<file path="config.mk">
export PLATFORM = sky130hd
export DESIGN_NAME = gbw_window
export DESIGN_NICKNAME = d
export VERILOG_FILES = /design/src/rtl/gbw_pkg.sv /design/src/rtl/gbw_cell.sv /design/src/rtl/gbw_window.sv
export SDC_FILE = /design/constraint.sdc
export NUM_CORES = 1
export LEC_CHECK = 0
export BUFFER_PORTS_ARGS = -buffer_cell sky130_fd_sc_hd__buf_2
export CAP_MARGIN = 20
export CORE_MARGIN = 10
export CORE_UTILIZATION = 50
export DETAILED_ROUTE_END_ITERATION = 8
export MAX_ROUTING_LAYER = met4
export PLACE_DENSITY = 0.79
export SETUP_SLACK_MARGIN = 0.2
export SLEW_MARGIN = 15
export SYNTH_ARGS = -nofsm -noshare
export SYNTH_HDL_FRONTEND = slang
export SYNTH_SLANG_ARGS = --single-unit
</file>
<file path="constraint.sdc">
create_clock -name clk_i -period 6.7 [get_ports clk_i]
set_clock_uncertainty 0.1 [all_clocks]
set_input_delay 0.67 -clock clk_i [delete_from_list [all_inputs] [get_ports clk_i]]
set_output_delay 0.67 -clock clk_i [all_outputs]
set_load 0.05 [all_outputs]
</file>
<file path="src/rtl/gbw_pkg.sv">
// Shared constants, kernel weights and register codes for the Gaussian blur window.
package gbw_pkg;

  localparam int MaxWidth  = 1024;
  localparam int MaxHeight = 1024;
  localparam int Lines     = 4;
  localparam int WinSize   = 5;

  localparam int PixW    = 8;
  localparam int PosW    = 10;
  localparam int DimW    = 11;
  localparam int WeightW = 4;
  localparam int ProdW   = PixW + WeightW;
  localparam int RowSumW = 14;
  localparam int SumW    = 16;

  // floor(n / 159) == (n * Recip159) >> RecipShift for every n below 2^SumW
  localparam int RecipW               = 17;
  localparam logic [RecipW-1:0] Recip159 = 17'd105518;
  localparam int RecipShift           = 24;

  typedef logic [PixW-1:0] pix_t;

  typedef enum logic [1:0] {
    RegKernel = 2'd0,
    RegWidth  = 2'd1,
    RegHeight = 2'd2
  } reg_idx_e;

  localparam logic [WeightW-1:0] Gauss5 [5][5] = '{
    '{4'd2, 4'd4,  4'd5,  4'd4,  4'd2},
    '{4'd4, 4'd9,  4'd12, 4'd9,  4'd4},
    '{4'd5, 4'd12, 4'd15, 4'd12, 4'd5},
    '{4'd4, 4'd9,  4'd12, 4'd9,  4'd4},
    '{4'd2, 4'd4,  4'd5,  4'd4,  4'd2}
  };

  localparam logic [WeightW-1:0] Gauss3 [3][3] = '{
    '{4'd1, 4'd2, 4'd1},
    '{4'd2, 4'd4, 4'd2},
    '{4'd1, 4'd2, 4'd1}
  };

  // Weight of one window tap; the small kernel sits in the bottom-right corner.
  function automatic logic [WeightW-1:0] gauss_weight(input logic       ksel,
                                                      input logic [2:0] wr,
                                                      input logic [2:0] wc);
    logic [2:0]         sr;
    logic [2:0]         sc;
    logic [WeightW-1:0] w;
    sr = wr - 3'd2;
    sc = wc - 3'd2;
    if (ksel) begin
      w = Gauss5[wr][wc];
    end else if (wr >= 3'd2 && wc >= 3'd2) begin
      w = Gauss3[sr[1:0]][sc[1:0]];
    end else begin
      w = '0;
    end
    return w;
  endfunction

endpackage

</file>
<file path="src/rtl/gbw_cell.sv">
// One window tap: holds a pixel, weights it and passes the pixel on.
module gbw_cell (
  input  logic                        clk_i,
  input  logic                        rst_ni,
  input  logic                        shift_i,
  input  gbw_pkg::pix_t               pix_i,
  input  logic [gbw_pkg::WeightW-1:0] weight_i,
  output gbw_pkg::pix_t               pix_o,
  output logic [gbw_pkg::ProdW-1:0]   prod_o
);
  import gbw_pkg::*;

  pix_t pix_q;

  always_ff @(posedge clk_i or negedge rst_ni) begin
    if (!rst_ni) begin
      pix_q <= '0;
    end else if (shift_i) begin
      pix_q <= pix_i;
    end
  end

  // weight the held pixel with the weight of the kernel selected now
  assign pix_o  = pix_q;
  assign prod_o = ProdW'(weight_i) * ProdW'(pix_q);

endmodule

</file>
<file path="src/rtl/gbw_window.sv">
// 5x5 sliding window built from rows of shifting cells, with per-row weighted sums.
module gbw_window (
  input  logic                        clk_i,
  input  logic                        rst_ni,
  input  logic                        shift_i,
  input  logic                        kernel_sel_i,
  input  gbw_pkg::pix_t               col_i     [gbw_pkg::WinSize],
  output logic [gbw_pkg::RowSumW-1:0] row_sum_o [gbw_pkg::WinSize]
);
  import gbw_pkg::*;

  pix_t             tap_pix  [WinSize][WinSize];
  logic [ProdW-1:0] tap_prod [WinSize][WinSize];

  // column WinSize-1 takes the new column, the others take their right neighbor
  for (genvar gr = 0; gr < WinSize; gr++) begin : g_row
    for (genvar gc = 0; gc < WinSize; gc++) begin : g_col
      pix_t cell_in;
      if (gc == WinSize - 1) begin : g_edge
        assign cell_in = col_i[gr];
      end else begin : g_inner
        assign cell_in = tap_pix[gr][gc+1];
      end
      gbw_cell u_cell (
        .clk_i    (clk_i),
        .rst_ni   (rst_ni),
        .shift_i  (shift_i),
        .pix_i    (cell_in),
        .weight_i (gauss_weight(kernel_sel_i, 3'(gr), 3'(gc))),
        .pix_o    (tap_pix[gr][gc]),
        .prod_o   (tap_prod[gr][gc])
      );
    end
  end

  always_comb begin
    for (int r = 0; r < WinSize; r++) begin
      row_sum_o[r] = '0;
      for (int c = 0; c < WinSize; c++) begin
        row_sum_o[r] = row_sum_o[r] + RowSumW'(tap_prod[r][c]);
      end
    end
  end

endmodule

</file>
Yosys cells after proc, flatten, opt, wreduce, memory -nomap -nowiden
Cells that the tools add are included.
Cells by class
  add/subtract/negate cells: 20
  multipliers: 25
  muxes and demuxes: 11
Operators by type and width (number)
  $add A14 B12 Y14: 10
  $mul A3 B8 Y11: 12
  $mul A4 B8 Y12: 9
  $add A13 B12 Y14: 5
  $add A12 B12 Y13: 5
  $mul A2 B8 Y10: 4
  $mux W4: 5
  $mux W3: 4
  $mux W2: 2
Storage, ports and cells
  flip-flop bits (word level): 200
  input bits: 44
  word-level logic and storage cells: 81

Depth between registers and ports, before layout
  depth after elaboration: 6
  gate-level depth with buffers: 28
  mapped depth without buffers: 25

Cells and area by module
A second synthesis with hierarchy kept.
Second synthesis, totals
  cells, all modules: 4426
  area total of the unflattened synthesis: 39546.7 um^2
By module, submodules not included
  gbw_cell (g_row[0].g_col[0].u_cell ...): instances 15, cells an instance 133, area an instance 1233.7 um^2, seq. area each 200.2 um^2
  gbw_window: instances 1, cells an instance 1119, area an instance 8663.3 um^2, seq. area each 0.0 um^2
  gbw_cell (g_row[4].g_col[0].u_cell ...): instances 5, cells an instance 131, area an instance 1241.2 um^2, seq. area each 200.2 um^2
  gbw_cell (g_row[3].g_col[1].u_cell ...): instances 4, cells an instance 131, area an instance 1232.4 um^2, seq. area each 200.2 um^2
  gbw_cell (g_row[1].g_col[0].u_cell): instances 1, cells an instance 133, area an instance 1242.4 um^2, seq. area each 200.2 um^2

Least setup slack after synthesis
OpenSTA, ideal clock, no wires.
  path type: input -> output
  start point: input kernel_sel_i
  end point: output row_sum_o[41] (netlist name)
  arrival: 6.764 ns
  data required time: 5.930 ns
  path slack: -0.834 ns
  stages: 27
  cells stage by stage: buf_1 clkbuf_1 and2_1 ha_1 ha_1 inv_1 fa_1 nor2b_1 o21ai_0 a21boi_0 or4_1 nand3_1 ha_1 inv_1 fa_1 fa_1 inv_1 fa_1 inv_1 fa_1 inv_1 ha_1 a21o_1 a21oi_2 o21ai_2 or4_1 nand3_1
RTL lines
  from (decl): line gbw_window.sv:6  | input logic kernel_sel_i,
  to (decl): line gbw_window.sv:8  | output logic [gbw_pkg::RowSumW-1:0] row_sum_o [gbw_pkg::WinSize]

==> impl_metrics.toml <==
[run_status]
status = "finished with violations"
violations = "setup timing"

[global_route]
grt_max_degree = 117
grt_pass1_vias = 15299
overflow = 0
grt_pass1_wl_um = 73600
antenna_found_initial = 2
grt_usage_pct = 19.2

[timing]
rsz0062_at_grt = "true"
worst_pin_slew_ps = 983
relSlewSlack_pct = 34.5
finalHoldViolations = 0
setup_viol = 5
fmax_mhz = 139
period_share_pct = 107
timing.final.ws_setup_ps = -502
post-route-min-period_ps = 7200
drv_slew = 0
tns_ps = -1890

[synthesis]
ys_async_sr_fraction_pct = 100
synth_ff_type = "dfrtp_1"
synth_cells = 1835
ys_types = 71
synth-seq-cells = 200
synth_edf_count = 0
syn_area_per_cell_um2 = 10.8
ys_seq_area_share_pct = 25.3
ys_warn_count = 0
synth_area_um2 = 19800

[place]
gp_congestion = 0.900
portBuffers = 111
dpl.hpwl_um = 31500

[setup_path]
crit_path_end_kind = "primary output"
slowest_delay_ps = 520
critPathKind = "flip-flop to primary output"
critPathSlowestCell = "fa_1"
critPathMaxFanout = 3
crit_buf_inv = 8
critPathArrivalTime_ps = 6430
setup.worst_path.start_class = "flip-flop"
worst_path_most_repeated_cell = "inv_2"
cp_top_family = "adder cells"
cp.required_ps = 5930

[routing]
firstDrtPassIters = 5
drcViolationCount = 0
drtIter0Drc = 617
vias = 13749
drt-wirelength-per-cell_um = 17.1
routed_wl_um = 44700
vias_per_cell = 5.25
ant_nets = 0

[cts]
tritoncts = "done"
cts_root_buf = "clkbuf_16"
cts_made_buffers = 17
htree_levels = 4
clk_latency_ps = 450
cts.sinks = 200
clockBufferDepth = 2
clkSlewWorstSetupHoldPaths_ps = 80

[die]
dieArea_um2 = 47900
die_w_um = 219
core.rowCount = 72
initial_utilization_pct = 50.8
die-height_um = 219
core-area_um2 = 38900
boundaryPins = 114

[layout]
final.fill_count = 2863
utilization_pct = 63.5
largest_reg_flops = 200
syn_to_final_growth_pct = 24.9
drive_gt1_share_pct = 37.8
final_cell_mix = "inv_1 (295), mux2_2 (214), dfrtp_1 (200)"
multiInputGateArea_um2 = 14800
final_nets = 2577
final_common_cell = "inv_1"
final-seq-area_um2 = 5000

[min_path]
hp-class = "input pin to async pin"

[run]
maxCapViolations = 0
==> through the flow <==
step | setup slack, ps | instances | cell area (um2) | hold slack (ps)
2_1_floorplan | -389 | 1841 | 20200 | 274
3_3_place_gp | -283 | 2521 | 22000 | 383
3_5_place_dp | -426 | 2521 | 22000 | 388
4_1_cts | -422 | 2591 | 23700 | 205
5_1_grt | -731 | 2618 | 24700 | 229
6_report | -502 | 2618 | 24700 | 159
==> synthesized netlist by cell type, types with 6 or more instances <==
master	count	area, um2
nor2b_1	31	194
a21oi_1	37	185
buf_2	25	125
nand2b_1	6	37.5
inv_1	340	1280
nand2_1	72	270
ha_1	236	2950
clkbuf_1	26	97.6
o21a_1	10	75.1
mux2i_1	12	120
dfrtp_1	200	5000
and3_1	7	43.8
mux2_2	214	2410
fa_1	212	4240
and2_1	139	870
o21ai_0	33	165
nor2_1	34	128
xnor2_1	40	350
a21o_1	15	113
nor3_1	13	65.1
xor2_1	19	166
nand3_1	13	65.1
o211ai_1	11	82.6
==> final cells by class <==
type,count,area share [%]
diodes,2,0.0203
clock buffers,19,1.83
flip-flops and latches,200,20.3
well taps,518,2.62
multi-input cells,1245,59.9
repair buffers,281,9.69
clock inverters,13,0.542
inverters,340,5.17
==> logic make-up (layout without fill, tap and decap cells) <==
kind of cell    Yosys count  in the layout  share of synthesized area, %
compound gates          162            162                          5.68
xor+xnor                 59             59                          2.61
fa+ha+maj               448            448                          36.4
buf+inv                 396            653                          7.70
flops                   200            200                          25.3
mux                     226            226                          12.8
other cells               2             10                        0.0380
simple gates            342            342                          9.45
==> worst register-to-register path, delay by kind of cell, from the launching register on <==
| kind | cells | cell delay [ps] |
|---|---|---|
| mux | 1 | 250 |
| buf+inv | 2 | 270 |
| flops | 1 | 390 |
==> metal layers <==
layer,part of all wire (%),routed length (um),GRT usage (%)
met4,2.1,919,5.06
met2,53,23800,34.0
met3,2.8,1250,2.87
met5,0,0,-
met1,42,18700,22.4
==> repair_timing <==
| item | CTS | global route |
|---|---|---|
| setup endpoints to repair | 32 | 35 |
| gates cloned | 5 | 2 |
| gates resized for setup | 193 | 179 |
| setup buffers | 33 | 23 |
| pin swaps | 111 | 125 |
| hold buffers | 0 | 0 |
==> worst paths after layout <==
kind | startpoint | to | slack (ps) | depth (start not counted)
max | g_row[2].g_col[0].u_cell.pix_o[1] | row_sum_o[40] | -500 | 28
min | rst_ni | g_row[2].g_col[4].u_cell.pix_o[4] | 160 | 1
max reg2reg | g_row[2].g_col[0].u_cell.pix_o[3] | g_row[2].g_col[0].u_cell.pix_o[3] | 5580 | 3
min reg2reg | g_row[0].g_col[0].u_cell.pix_o[7] | g_row[0].g_col[0].u_cell.pix_o[7] | 400 | 1
max in group asynchronous | rst_ni | g_row[0].g_col[0].u_cell.pix_o[2] | 5230 | 2
min in group clk_i | col_i[3] | g_row[4].g_col[4].u_cell.pix_o[3] | 340 | 3
Power is left out: the tool's default activity adds up to more than one toggle a clock period on the data nets, which glitch-free logic cannot reach.
